`src/rtl/core/dbt_pkg.sv`:
```
// Shared types and codes for the dirty block tracker.
// No dependencies; every other file refers to it by scoped names.

package dbt_pkg;

    localparam int CFG_W     = 21;
    localparam int CFG_IDX_W = 3;
    localparam int BLK_W     = 6;

    localparam logic [2:0] ACT_NODE = 3'd0;
    localparam logic [2:0] ACT_SIZE = 3'd1;
    localparam logic [2:0] ACT_DATA = 3'd2;
    localparam logic [2:0] ACT_ALL  = 3'd3;
    localparam logic [2:0] ACT_SYNC = 3'd4;

    localparam logic [1:0] ST_DONE = 2'd0;
    localparam logic [1:0] ST_BAD  = 2'd1;
    localparam logic [1:0] ST_BIG  = 2'd2;

    localparam logic [CFG_IDX_W-1:0] CFG_PERSIST   = 3'd0;
    localparam logic [CFG_IDX_W-1:0] CFG_IMG_BLKS  = 3'd1;
    localparam logic [CFG_IDX_W-1:0] CFG_NODE_BASE = 3'd2;
    localparam logic [CFG_IDX_W-1:0] CFG_STRIDE    = 3'd3;
    localparam logic [CFG_IDX_W-1:0] CFG_DATA_OFS  = 3'd4;
    localparam logic [CFG_IDX_W-1:0] CFG_SIZE_OFS  = 3'd5;
    localparam logic [CFG_IDX_W-1:0] CFG_FILE_MAX  = 3'd6;

    typedef enum logic [2:0] {
        S_IDLE,
        S_MUL,
        S_SUM,
        S_END,
        S_SCAN,
        S_SYNC,
        S_EMIT,
        S_REPLY
    } state_t;

    typedef struct packed {
        logic load_in;
        logic load_mul;
        logic load_sum;
        logic load_end;
        logic step;
    } rng_ctl_t;

endpackage

```
`src/rtl/core/dirty_block_tracker_unit.sv`:
```
// Dirty block tracker top level: holds the layout registers and joins the
// sequencer with the byte range unit. Depends on dbt_pkg, dbt_range, dbt_ctrl.
//
// Usage: an item on the input channel (in_valid/in_ready) is a mark or a sync
// request. Mark items return one result; a sync returns one result per dirty
// block below image_blocks, in ascending order, with last set on the final one,
// or a single status result when there is nothing to do or the image is too big.
// Layout registers are written through cfg_wr_en/cfg_index/cfg_data; the user
// must write them only while idle; the block itself does not enforce this.
// A node mark runs multiply, address sum and end compute, then one overlap
// compare per block in the shared compare unit; mark all starts at the end
// compute; a rejected mark stops after the multiply and an unknown action
// replies at once. A writing sync steps through the blocks up to the last
// dirty one; other syncs reply at once. in_ready is high only between items.
// The result sits in an output register: the next item is taken while it waits,
// and a sync scan holds on a dirty block until the receiver takes the previous
// result. Reset clears the bitmap, the dirty flag and the layout registers to
// their defaults; no clearing pass is needed.

module dirty_block_tracker_unit #(
    parameter int BLOCK_COUNT = 64,
    parameter int BLOCK_SIZE  = 512,
    parameter int MAX_NODES   = 64
) (
    input  logic                            clk,
    input  logic                            rst_n,
    input  logic                            in_valid,
    output logic                            in_ready,
    input  logic [2:0]                      action,
    input  logic [9:0]                      node_index,
    input  logic [31:0]                     data_offset,
    input  logic [31:0]                     length,
    output logic                            out_valid,
    input  logic                            out_ready,
    output logic [dbt_pkg::BLK_W-1:0]       block_index,
    output logic                            write_request,
    output logic [1:0]                      status,
    output logic                            last,
    input  logic                            cfg_wr_en,
    input  logic [dbt_pkg::CFG_IDX_W-1:0]   cfg_index,
    input  logic [dbt_pkg::CFG_W-1:0]       cfg_data
);

    logic        persist_reg;
    logic [7:0]  img_blks_reg;
    logic [19:0] node_base_reg;
    logic [20:0] stride_reg;
    logic [19:0] data_ofs_reg;
    logic [19:0] size_ofs_reg;
    logic [20:0] file_max_reg;

    dbt_pkg::rng_ctl_t rng_ctl;
    logic              rng_bad;
    logic              rng_hit;

    always_ff @(posedge clk or negedge rst_n)
    begin
        if (!rst_n)
        begin
            persist_reg   <= 1'b0;
            img_blks_reg  <= 8'd1;
            node_base_reg <= 20'd4;
            stride_reg    <= 21'd1024;
            data_ofs_reg  <= 20'd0;
            size_ofs_reg  <= 20'd0;
            file_max_reg  <= 21'd512;
        end
        else if (cfg_wr_en)
        begin
            unique case (cfg_index)
                dbt_pkg::CFG_PERSIST:   persist_reg   <= cfg_data[0];
                dbt_pkg::CFG_IMG_BLKS:  img_blks_reg  <= cfg_data[7:0];
                dbt_pkg::CFG_NODE_BASE: node_base_reg <= cfg_data[19:0];
                dbt_pkg::CFG_STRIDE:    stride_reg    <= cfg_data;
                dbt_pkg::CFG_DATA_OFS:  data_ofs_reg  <= cfg_data[19:0];
                dbt_pkg::CFG_SIZE_OFS:  size_ofs_reg  <= cfg_data[19:0];
                dbt_pkg::CFG_FILE_MAX:  file_max_reg  <= cfg_data;
                default: ;
            endcase
        end
    end

    dbt_range #(
        .BLOCK_SIZE (BLOCK_SIZE),
        .MAX_NODES  (MAX_NODES)
    ) u_range (
        .clk               (clk),
        .ctl               (rng_ctl),
        .action            (action),
        .node_index        (node_index),
        .data_offset       (data_offset),
        .length            (length),
        .nodes_base        (node_base_reg),
        .node_stride       (stride_reg),
        .data_field_offset (data_ofs_reg),
        .size_field_offset (size_ofs_reg),
        .file_max_size     (file_max_reg),
        .bad               (rng_bad),
        .hit               (rng_hit)
    );

    dbt_ctrl #(
        .BLOCK_COUNT (BLOCK_COUNT)
    ) u_ctrl (
        .clk               (clk),
        .rst_n             (rst_n),
        .in_valid          (in_valid),
        .in_ready          (in_ready),
        .action            (action),
        .out_valid         (out_valid),
        .out_ready         (out_ready),
        .block_index       (block_index),
        .write_request     (write_request),
        .status            (status),
        .last              (last),
        .persistent_enable (persist_reg),
        .image_blocks      (img_blks_reg),
        .rng_ctl           (rng_ctl),
        .rng_bad           (rng_bad),
        .rng_hit           (rng_hit)
    );

endmodule

```
`src/rtl/core/dbt_range.sv`:
```
// Byte range unit: record address, clipped length and the per-block overlap compare.
// Depends on dbt_pkg; driven step by step from dbt_ctrl.

module dbt_range #(
    parameter int BLOCK_SIZE = 512,
    parameter int MAX_NODES  = 64
) (
    input  logic                clk,
    input  dbt_pkg::rng_ctl_t   ctl,
    input  logic [2:0]          action,
    input  logic [9:0]          node_index,
    input  logic [31:0]         data_offset,
    input  logic [31:0]         length,
    input  logic [19:0]         nodes_base,
    input  logic [20:0]         node_stride,
    input  logic [19:0]         data_field_offset,
    input  logic [19:0]         size_field_offset,
    input  logic [20:0]         file_max_size,
    output logic                bad,
    output logic                hit
);

    localparam logic [31:0] BS = 32'(BLOCK_SIZE);

    logic [2:0]  action_reg;
    logic [9:0]  node_reg;
    logic [31:0] doff_reg;
    logic [31:0] len_in_reg;
    logic [30:0] prod_reg;
    logic [31:0] addend_reg;
    logic [31:0] len_reg;
    logic [31:0] start_reg;
    logic [31:0] endm1_reg;
    logic        len_nz_reg;
    logic [31:0] base_reg;

    logic [30:0] prod_w;
    logic [31:0] room;
    logic [31:0] clip;
    logic [31:0] addend_w;
    logic [31:0] len_w;
    logic [31:0] base_nb;

    assign prod_w  = 31'(node_reg) * 31'(node_stride);
    assign room    = {11'b0, file_max_size} - doff_reg;
    assign clip    = (len_in_reg < room) ? len_in_reg : room;
    assign base_nb = base_reg + BS;

    assign bad = ({1'b0, node_reg} >= 11'(MAX_NODES))
              || ((action_reg == dbt_pkg::ACT_DATA)
                  && ((len_in_reg == 32'd0) || (doff_reg >= {11'b0, file_max_size})));

    assign hit = len_nz_reg && (start_reg < base_nb) && (base_reg <= endm1_reg);

    always_comb
    begin
        unique case (action_reg)
            dbt_pkg::ACT_SIZE:
            begin
                addend_w = {12'b0, size_field_offset};
                len_w    = 32'd4;
            end
            dbt_pkg::ACT_DATA:
            begin
                addend_w = {12'b0, data_field_offset} + doff_reg;
                len_w    = clip;
            end
            default:
            begin
                addend_w = 32'd0;
                len_w    = {11'b0, node_stride};
            end
        endcase
    end

    always_ff @(posedge clk)
    begin
        if (ctl.load_in)
        begin
            action_reg <= action;
            node_reg   <= node_index;
            doff_reg   <= data_offset;
            len_in_reg <= length;
        end
        if (ctl.load_mul)
        begin
            prod_reg   <= prod_w;
            addend_reg <= addend_w;
            len_reg    <= len_w;
        end
        if (ctl.load_sum)
        begin
            start_reg <= {12'b0, nodes_base} + {1'b0, prod_reg} + addend_reg;
        end
        if (ctl.load_end)
        begin
            endm1_reg  <= start_reg + len_reg - 32'd1;
            len_nz_reg <= (len_reg != 32'd0);
            base_reg   <= 32'd0;
        end
        else if (ctl.step)
        begin
            base_reg <= base_nb;
        end
    end

endmodule

```
`src/rtl/core/dbt_ctrl.sv`:
```
// Sequencer, dirty bitmap and result register of the dirty block tracker.
// Depends on dbt_pkg; steers dbt_range through a dbt_pkg::rng_ctl_t bundle.

module dbt_ctrl #(
    parameter int BLOCK_COUNT = 64
) (
    input  logic                        clk,
    input  logic                        rst_n,
    input  logic                        in_valid,
    output logic                        in_ready,
    input  logic [2:0]                  action,
    output logic                        out_valid,
    input  logic                        out_ready,
    output logic [dbt_pkg::BLK_W-1:0]   block_index,
    output logic                        write_request,
    output logic [1:0]                  status,
    output logic                        last,
    input  logic                        persistent_enable,
    input  logic [7:0]                  image_blocks,
    output dbt_pkg::rng_ctl_t           rng_ctl,
    input  logic                        rng_bad,
    input  logic                        rng_hit
);

    localparam logic [dbt_pkg::BLK_W-1:0] BLK_LAST = dbt_pkg::BLK_W'(BLOCK_COUNT - 1);

    dbt_pkg::state_t state_reg, state_next;

    logic [2:0]                 action_reg;
    logic [dbt_pkg::BLK_W-1:0]  blk_reg;
    logic [BLOCK_COUNT-1:0]     sel_reg;
    logic [BLOCK_COUNT-1:0]     dirty_reg;
    logic [BLOCK_COUNT-1:0]     pend_reg;
    logic                       any_reg;
    logic [1:0]                 status_reg;
    logic                       out_valid_reg;
    logic [dbt_pkg::BLK_W-1:0]  out_blk_reg;
    logic                       out_req_reg;
    logic [1:0]                 out_status_reg;
    logic                       out_last_reg;

    logic [BLOCK_COUNT-1:0]     below_mask;
    logic [BLOCK_COUNT-1:0]     pend_init;
    logic                       accept;
    logic                       out_free;
    logic                       in_image;
    logic                       scan_hit;
    logic                       emit_hit;
    logic                       emit_last;
    logic                       emit_go;
    logic                       reply_go;
    logic                       advance;
    logic                       sync_idle;
    logic                       sync_big;
    logic                       pend_none;
    logic [1:0]                 rep_status;

    for (genvar i = 0; i < BLOCK_COUNT; i++)
    begin : g_below
        assign below_mask[i] = (8'(i) < image_blocks);
    end

    assign pend_init = dirty_reg & below_mask;
    assign pend_none = ~|pend_init;
    assign sync_idle = !persistent_enable || !any_reg;
    assign sync_big  = ({1'b0, image_blocks} > 9'(BLOCK_COUNT));
    assign out_free  = !out_valid_reg || out_ready;
    assign in_image  = ({2'b0, blk_reg} < image_blocks);
    assign emit_hit  = |(pend_reg & sel_reg);
    assign emit_last = ~|(pend_reg & ~sel_reg);

    always_comb
    begin
        state_next = state_reg;
        unique case (state_reg)
            dbt_pkg::S_IDLE:
            begin
                if (accept)
                begin
                    priority case (action)
                        dbt_pkg::ACT_NODE, dbt_pkg::ACT_SIZE, dbt_pkg::ACT_DATA:
                            state_next = dbt_pkg::S_MUL;
                        dbt_pkg::ACT_ALL:  state_next = dbt_pkg::S_END;
                        dbt_pkg::ACT_SYNC: state_next = dbt_pkg::S_SYNC;
                        default:           state_next = dbt_pkg::S_REPLY;
                    endcase
                end
            end
            dbt_pkg::S_MUL:
                state_next = rng_bad ? dbt_pkg::S_REPLY : dbt_pkg::S_SUM;
            dbt_pkg::S_SUM:
                state_next = dbt_pkg::S_END;
            dbt_pkg::S_END:
                state_next = dbt_pkg::S_SCAN;
            dbt_pkg::S_SCAN:
                if (blk_reg == BLK_LAST)
                    state_next = dbt_pkg::S_REPLY;
            dbt_pkg::S_SYNC:
                state_next = (sync_idle || sync_big || pend_none) ? dbt_pkg::S_REPLY
                                                                  : dbt_pkg::S_EMIT;
            dbt_pkg::S_EMIT:
                if (emit_go && emit_last)
                    state_next = dbt_pkg::S_IDLE;
            dbt_pkg::S_REPLY:
                if (out_free)
                    state_next = dbt_pkg::S_IDLE;
            default:
                state_next = dbt_pkg::S_IDLE;
        endcase
    end

    always_comb
    begin
        in_ready = (state_reg == dbt_pkg::S_IDLE);
        accept   = in_valid && in_ready;
        scan_hit = (action_reg == dbt_pkg::ACT_ALL) ? in_image : rng_hit;
        emit_go  = (state_reg == dbt_pkg::S_EMIT) && emit_hit && out_free;
        reply_go = (state_reg == dbt_pkg::S_REPLY) && out_free;
        advance  = (state_reg == dbt_pkg::S_SCAN)
                || ((state_reg == dbt_pkg::S_EMIT) && (!emit_hit || (out_free && !emit_last)));

        rng_ctl.load_in  = accept;
        rng_ctl.load_mul = (state_reg == dbt_pkg::S_MUL);
        rng_ctl.load_sum = (state_reg == dbt_pkg::S_SUM);
        rng_ctl.load_end = (state_reg == dbt_pkg::S_END);
        rng_ctl.step     = (state_reg == dbt_pkg::S_SCAN);

        unique case (state_reg)
            dbt_pkg::S_IDLE, dbt_pkg::S_MUL:
                rep_status = dbt_pkg::ST_BAD;
            dbt_pkg::S_SYNC:
                rep_status = (!sync_idle && sync_big) ? dbt_pkg::ST_BIG : dbt_pkg::ST_DONE;
            default:
                rep_status = dbt_pkg::ST_DONE;
        endcase
    end

    always_ff @(posedge clk or negedge rst_n)
    begin
        if (!rst_n)
        begin
            state_reg     <= dbt_pkg::S_IDLE;
            dirty_reg     <= '0;
            any_reg       <= 1'b0;
            out_valid_reg <= 1'b0;
        end
        else
        begin
            state_reg <= state_next;

            if ((state_reg == dbt_pkg::S_SCAN) && scan_hit)
            begin
                dirty_reg <= dirty_reg | sel_reg;
                any_reg   <= 1'b1;
            end
            else if (emit_go)
            begin
                dirty_reg <= dirty_reg & ~sel_reg;
                if (emit_last)
                    any_reg <= 1'b0;
            end
            else if ((state_reg == dbt_pkg::S_SYNC) && !sync_idle && !sync_big && pend_none)
            begin
                any_reg <= 1'b0;
            end

            if (emit_go || reply_go)
                out_valid_reg <= 1'b1;
            else if (out_ready)
                out_valid_reg <= 1'b0;
        end
    end

    always_ff @(posedge clk)
    begin
        if (accept)
            action_reg <= action;

        if ((state_reg == dbt_pkg::S_END) || (state_reg == dbt_pkg::S_SYNC))
        begin
            blk_reg <= '0;
            sel_reg <= BLOCK_COUNT'(1);
        end
        else if (advance)
        begin
            blk_reg <= blk_reg + 1'b1;
            sel_reg <= sel_reg << 1;
        end

        if (state_reg == dbt_pkg::S_SYNC)
            pend_reg <= pend_init;
        else if (emit_go)
            pend_reg <= pend_reg & ~sel_reg;

        if ((state_next == dbt_pkg::S_REPLY) && (state_reg != dbt_pkg::S_REPLY))
            status_reg <= rep_status;

        if (emit_go)
        begin
            out_blk_reg    <= blk_reg;
            out_req_reg    <= 1'b1;
            out_status_reg <= dbt_pkg::ST_DONE;
            out_last_reg   <= emit_last;
        end
        else if (reply_go)
        begin
            out_blk_reg    <= '0;
            out_req_reg    <= 1'b0;
            out_status_reg <= status_reg;
            out_last_reg   <= 1'b1;
        end
    end

    assign out_valid     = out_valid_reg;
    assign block_index   = out_blk_reg;
    assign write_request = out_req_reg;
    assign status        = out_status_reg;
    assign last          = out_last_reg;

endmodule

```
`config.mk`:
```
export PLATFORM = sky130hd
export DESIGN_NAME = dirty_block_tracker_unit
export DESIGN_NICKNAME = d
export VERILOG_FILES = /design/src/rtl/core/dbt_pkg.sv /design/src/rtl/core/dirty_block_tracker_unit.sv /design/src/rtl/core/dbt_range.sv /design/src/rtl/core/dbt_ctrl.sv
export SDC_FILE = /design/constraint.sdc
export NUM_CORES = 2
export LEC_CHECK = 0
export BUFFER_PORTS_ARGS = -buffer_cell sky130_fd_sc_hd__buf_2
export CELL_PAD_IN_SITES_DETAIL_PLACEMENT = 1
export CELL_PAD_IN_SITES_GLOBAL_PLACEMENT = 2
export CORE_ASPECT_RATIO = 1.75
export CORE_UTILIZATION = 46
export CTS_CLUSTER_SIZE = 16
export DETAILED_ROUTE_END_ITERATION = 6
export GPL_TIMING_DRIVEN = 1
export PLACE_DENSITY_LB_ADDON = 0.12
export SLEW_MARGIN = 20
export SYNTH_ARGS = -nofsm -noshare
export SYNTH_HDL_FRONTEND = slang
export SYNTH_SLANG_ARGS = --single-unit
```
`constraint.sdc`:
```
create_clock -name clk -period 15.4 [get_ports clk]
set_input_delay 0.77 -clock clk [delete_from_list [all_inputs] [get_ports clk]]
set_output_delay 0.77 -clock clk [all_outputs]
set_load 0.01 [all_outputs]
```
# Word-level counts from Yosys, hierarchy flattened
# Cells that the tools add are included.
dict set report totals {
  elab_cells 225
  output_inout_bits 12
  inputBits 106
  reg_bits 595
}
dict set report classes {
  mux 28
  n_addsub 8
  bitwise 6
  reduce_logical 57
  n_lt_le_gt_ge 71
  n_eq_ne 24
  mul 1
}
# operator count
set ops {}
lappend ops {{AND 64 bit} 4}
lappend ops {{less-than comparator 6 x 8 -> 1 bit (first input constant)} 32}
lappend ops {{2-to-1 mux 64 bit} 4}
lappend ops {{OR reduction 64 bit} 3}
lappend ops {{less-than comparator 5 x 8 -> 1 bit (first input constant)} 16}
lappend ops {{one-hot mux 32 bit (2 select lines)} 2}
lappend ops {{adder 32 bit} 2}
lappend ops {{less-than comparator 32 bit} 2}
lappend ops {{less-than comparator 4 x 8 -> 1 bit (first input constant)} 8}
lappend ops {{inverter 64 bit} 1}
lappend ops {{bitwise OR 64 bit} 1}
lappend ops {{adder 20 x 31 -> 32 bit} 1}
lappend ops {{adder 20 x 32 -> 32 bit} 1}
lappend ops {{adder 32 x 10 -> 32 bit (second input constant)} 1}
lappend ops {{>= comparator 32 x 21 -> 1 bit} 1}
lappend ops {{<= comparator 32 bit} 1}
lappend ops {{zero test 32 bit} 1}
lappend ops {{less-than comparator 3 x 8 -> 1 bit (first input constant)} 4}
lappend ops {{2-to-1 mux 32 bit} 1}
lappend ops {{nonzero test 32 bit} 1}
lappend ops {{subtractor 21 x 32 -> 32 bit} 1}
lappend ops {{subtractor 32 x 1 -> 32 bit (second input constant)} 1}
lappend ops {{multiplier 10 x 21 -> 31 bit} 1}
lappend ops {{== test 3 bit (second input constant)} 9}
lappend ops {{26 further kinds} 96}

# Longest topological paths before layout
dict set report depth {
  depth_word 9
  depth_mapped 24
  ltp_nobuf 22
}

# Hierarchy
# From an unflattened synthesis, not the netlist that was laid out.
dict set report hier_totals {
  hier_cells 3989
  hier_area_um2 39973.3
}
# module instances seq_area_each_um2 area_each_um2 cells_each
set modules_own_cells {}
lappend modules_own_cells {dbt_range 1 7577.3 24439.7 2482}
lappend modules_own_cells {dbt_ctrl 1 5470.2 11342.1 1267}
lappend modules_own_cells {dirty_block_tracker_unit 1 2782.7 4191.5 240}

# Least setup slack after synthesis
# OpenSTA, ideal clock, no wires.
dict set report synth_timing {
  path_type {in2reg}
  start {in out_ready}
  end {reg u_ctrl.pend_reg[0] (enable)}
  setup_time_ps 574
  arrival_ps 5601
  slack_ps 9225
  t_required_ps 14826
  stages 3
  path_cell_list {nand2b_1 > nand3_1 > o21ai_0}
}
dict set report synth_between {
  elab_chain_cells 3
}
# element line_no
set synth_rtl {}
lappend synth_rtl {{from (decl)} dirty_block_tracker_unit.sv:34} ;# input logic out_ready,
lappend synth_rtl {{logical OR 1 bit} dbt_ctrl.sv:67} ;# assign out_free = !out_valid_reg || out_ready;
lappend synth_rtl {{logical AND 1 bit} dbt_ctrl.sv:117} ;# emit_go = (state_reg == dbt_pkg::S_EMIT) && emit_hit && out_free;
lappend synth_rtl {{nonzero test 2 bit (no line)} -}
lappend synth_rtl {{to (signal assigned)} dbt_ctrl.sv:191} ;# pend_reg <= pend_init;
lappend synth_rtl {{to (signal assigned)} dbt_ctrl.sv:193} ;# pend_reg <= pend_reg & ~sel_reg;
lappend synth_rtl {{to (decl)} dbt_ctrl.sv:33} ;# logic [BLOCK_COUNT-1:0] pend_reg;
# Every way passes these cells.
# A chain may end at the register's enable or synchronous reset.

# Final worst setup path
dict set report layout_timing {
  start {reg file_max_reg[0]}
  end {reg u_range.len_reg[18] (data pin)}
}
dict set report layout_between {
  elab_chain_cells 4
}
# element line_no
set layout_rtl {}
lappend layout_rtl {{from (decl)} dirty_block_tracker_unit.sv:50} ;# logic [20:0] file_max_reg;
lappend layout_rtl {{from (signal assigned)} dirty_block_tracker_unit.sv:77} ;# dbt_pkg::CFG_FILE_MAX: file_max_reg <= cfg_data;
lappend layout_rtl {{subtractor 21 x 32 -> 32 bit *} dbt_range.sv:45} ;# assign room = {11'b0, file_max_size} - doff_reg;
lappend layout_rtl {{less-than comparator 32 bit} dbt_range.sv:46} ;# assign clip = (len_in_reg < room) ? len_in_reg : room;
lappend layout_rtl {{2-to-1 mux 32 bit *} dbt_range.sv:46}
lappend layout_rtl {{one-hot mux 32 bit (2 select lines) *} dbt_range.sv:57} ;# unique case (action_reg)
lappend layout_rtl {{via u_range.len_w[18]} dbt_range.sv:41} ;# logic [31:0] len_w;
lappend layout_rtl {{to (signal assigned)} dbt_range.sv:89} ;# len_reg <= len_w;
lappend layout_rtl {{to (decl)} dbt_range.sv:31} ;# logic [31:0] len_reg;
# The timed path passes the listed nets; every way through them passes the cells marked *.

==> results.json <==
{
  "internal_power_uw": 5305,
  "slew_headroom_pct": 12.62,
  "syn_area_um2": 38610,
  "drt_iter0_markers": 1869,
  "yosys.area.top_type_share_pct": 24.11,
  "finalHoldViolCount": 0,
  "ys_top_cells_by_area": "edfxtp_1 (24%), dfrtp_1 (11%), ha_1 (9.5%)",
  "cts_tree": "yes",
  "r2r_end": "u_range.len_reg[18]",
  "final_area_um2": 42330,
  "core_area_um2": 83200,
  "die_x_um": 221.0,
  "synth_edf_count": 310,
  "fin_skew_ps": 21.64,
  "cp-endpoint": "u_range.len_reg[18]",
  "ys_types": 86,
  "clkPwrFrac_pct": 14.8,
  "end_kind": "flop",
  "yosys.area.top_type": "edfxtp_1",
  "clkSinkCount": 586,
  "synth_seq_area_share_pct": 40.77,
  "drc": 0,
  "combPwrFrac_pct": 59.1,
  "first_pass_iters": 7,
  "grt_pass1_wl_mm": 201.4,
  "syn_area_per_cell_um2": 10.25,
  "grt-ovfl-total": 0,
  "synthCells": 3767,
  "rows": 140,
  "layout.cells.non_filler": 4953,
  "start_kind": "flop",
  "first_global_vias": 31820,
  "synth_ff_type": "edfxtp_1",
  "die_h_um": 385.3,
  "clock_latency_ps": 660,
  "synth_common_cells": "nand2_1 (386), inv_1 (380), edfxtp_1 (310)",
  "gp_congestion": 0.9739,
  "final.min_clock_period_ps": 6867,
  "wl_met2_mm": 70.62,
  "syn_nets": 4339,
  "top_layer_used": "met5",
  "grtUsageTotal_pct": 31.95,
  "status": "completed",
  "rr_worst_depth": 24,
  "async_flop_share_pct": 30.72,
  "p_leak_uw": 0.01868,
  "rsz0062_at_grt": "false",
  "htree_levels": 2,
  "max_freq_mhz": 145.6,
  "tightest_slew_ps": 1301,
  "drive_above_1_share_pct": 10.29,
  "wl_per_cell_um": 27.21,
  "cts_hold_buf": 0,
  "yosysMostFrequentCell": "nand2_1",
  "areaGrowthSynthToFinish_pct": 9.644,
  "routed_via_density": 5.883,
  "r2r_start": "file_max_reg[0]",
  "startpoint": "file_max_reg[0]",
  "setup_viol": 0,
  "peakVddDrop_mv": 0.4458,
  "required_ps": 15790,
  "port_buffers": 117,
  "path_clk_slew_ps": 60,
  "dpl.hpwl_mm": 105.7,
  "clockBufferDepth": 3,
  "vias": 29140,
  "place_inst": 4842,
  "slew_violations": 0,
  "crit_arrival_ps": 7260,
  "ys_warn_count": 0,
  "wl_met3_mm": 4.918,
  "cts_setup_buffers": 0,
  "antenna_left": 0,
  "start_util_pct": 46.40,
  "seqPwrFrac_pct": 26.1,
  "p_sw_uw": 4838,
  "dieArea_um2": 85140,
  "cts_resized": 0,
  "crit_path_max_fanout": 20,
  "wl_mm": 134.8,
  "nets": 4409,
  "grt_max_degree": 111,
  "swShare_pct": 47.69,
  "reg2reg_slack_ps": 8530,
  "synth-seq-cells": 586,
  "post-route-period-util_pct": 44.59,
  "antenna_found_initial": 3,
  "placed_area_um2": 40340,
  "cap_violations": 0,
  "powerDensity_nw_per_um2": 239.6,
  "hold_class": "in -> async",
  "floorplan.io_pins": 118,
  "drt-met1-wl_mm": 49.51,
  "cts_root_buffer": "clkbuf_16",
  "setup_tns_ps": 0,
  "criticalPathCategory": "reg -> reg",
  "cts_buffers": 58
}
==> stage by stage <==
step                      worst slack [ps]  utilization [%]  hold WS, ps  total power [uW]
after floorplan                       9225                -        452.5              6428
after global placement                8769            48.48        438.2              8438
after detailed placement              8654            48.49        451.6              8630
after CTS                             8656            50.86        34.11             10180
after global routing                  8346            50.88        61.57             10750
final                                 8533            50.88        60.65             10140
==> cells by family (layout without fill, tap and decap cells) <==
logic type      Yosys count  in the layout  share of synthesized area (%)
xor+xnor                172            172                          3.902
flops                   586            586                          40.77
simple gates           1094           1094                          13.76
mux                     194            194                          5.383
other cells               0              2                              0
buf+inv                 524            643                          5.188
compound gates          729            729                          12.47
fa+ha+maj               468            468                          18.54
==> routing by layer <==
metal | vias up | track usage [%]
li1 | 13240 | -
met1 | 14840 | 34.23
met2 | 760 | 59.85
met3 | 295 | 3.437
met4 | 2 | 20.10
met5 | - | 0
==> layout make-up <==
type | count | area, um^2
fill | 9064 | 40870
tap | 1065 | 1333
multi-input combinational | 2657 | 20990
timing repair buffer | 151 | 857.1
clock buffer | 82 | 1708
sequential | 586 | 15740
clock inverter | 27 | 269.0
inverter | 383 | 1438
antenna | 2 | 5.005
==> cell usage in the layout, fill, tap and decap left out, types with 92 or more instances in the layout <==
| cell | n |
|---|---|
| buf_2 | 116 |
| a21oi_1 | 133 |
| a22o_1 | 97 |
| xnor2_1 | 102 |
| nand2_1 | 386 |
| ha_1 | 292 |
| dfxtp_1 | 96 |
| nor2_1 | 205 |
| mux2_2 | 109 |
| and2_1 | 124 |
| fa_1 | 174 |
| dfrtp_1 | 176 |
| edfxtp_1 | 310 |
| a21o_1 | 92 |
| inv_1 | 380 |
| o21ai_0 | 202 |
==> worst min path at each step <==
| stage | start | end | slack, ps | depth (start not counted) |
|---|---|---|---|---|
| 4_1_cts | rst_n | async pin | 30 | 1 |
| 2_1_floorplan | u_ctrl.status_reg[0] | u_ctrl.status[0] | 450 | 2 |
| 6_report | rst_n | async pin | 60 | 1 |
| 3_3_place_gp | u_ctrl.write_request | u_ctrl.write_request | 440 | 1 |
| 5_1_grt | rst_n | async pin | 60 | 1 |
| 3_5_place_dp | u_ctrl.write_request | u_ctrl.write_request | 450 | 1 |
==> critical path, stage by stage (launching register included) <==
cell and delay [ps]:
dfrtp_1 380, inv_1 70, ha_1 160, inv_1 50, fa_1 410, a21o_1 270
a21oi_1 290, o221ai_1 150, buf_4 170, a221o_1 330, a221o_1 380, a221oi_1 690
o21ai_1 350, or3b_2 290, xnor2_1 90, ha_1 320, nand4_1 110, nor2_1 150
and3_1 190, and3_1 160, a211o_1 420, buf_4 390, clkinv_1 340, a32oi_1 300
o21ai_0 120
==> power groups by stage <==
stage | Sequential, uW | Clock, uW | Combinational (uW)
floorplan | 2480 | 0 | 3950
global placement | 2660 | 0 | 5780
detailed placement | 2680 | 0 | 5950
CTS | 2650 | 1530 | 6000
global route | 2680 | 1570 | 6500
finish | 2650 | 1500 | 5990
No activity file was read; power rests on OpenSTA's default activity.
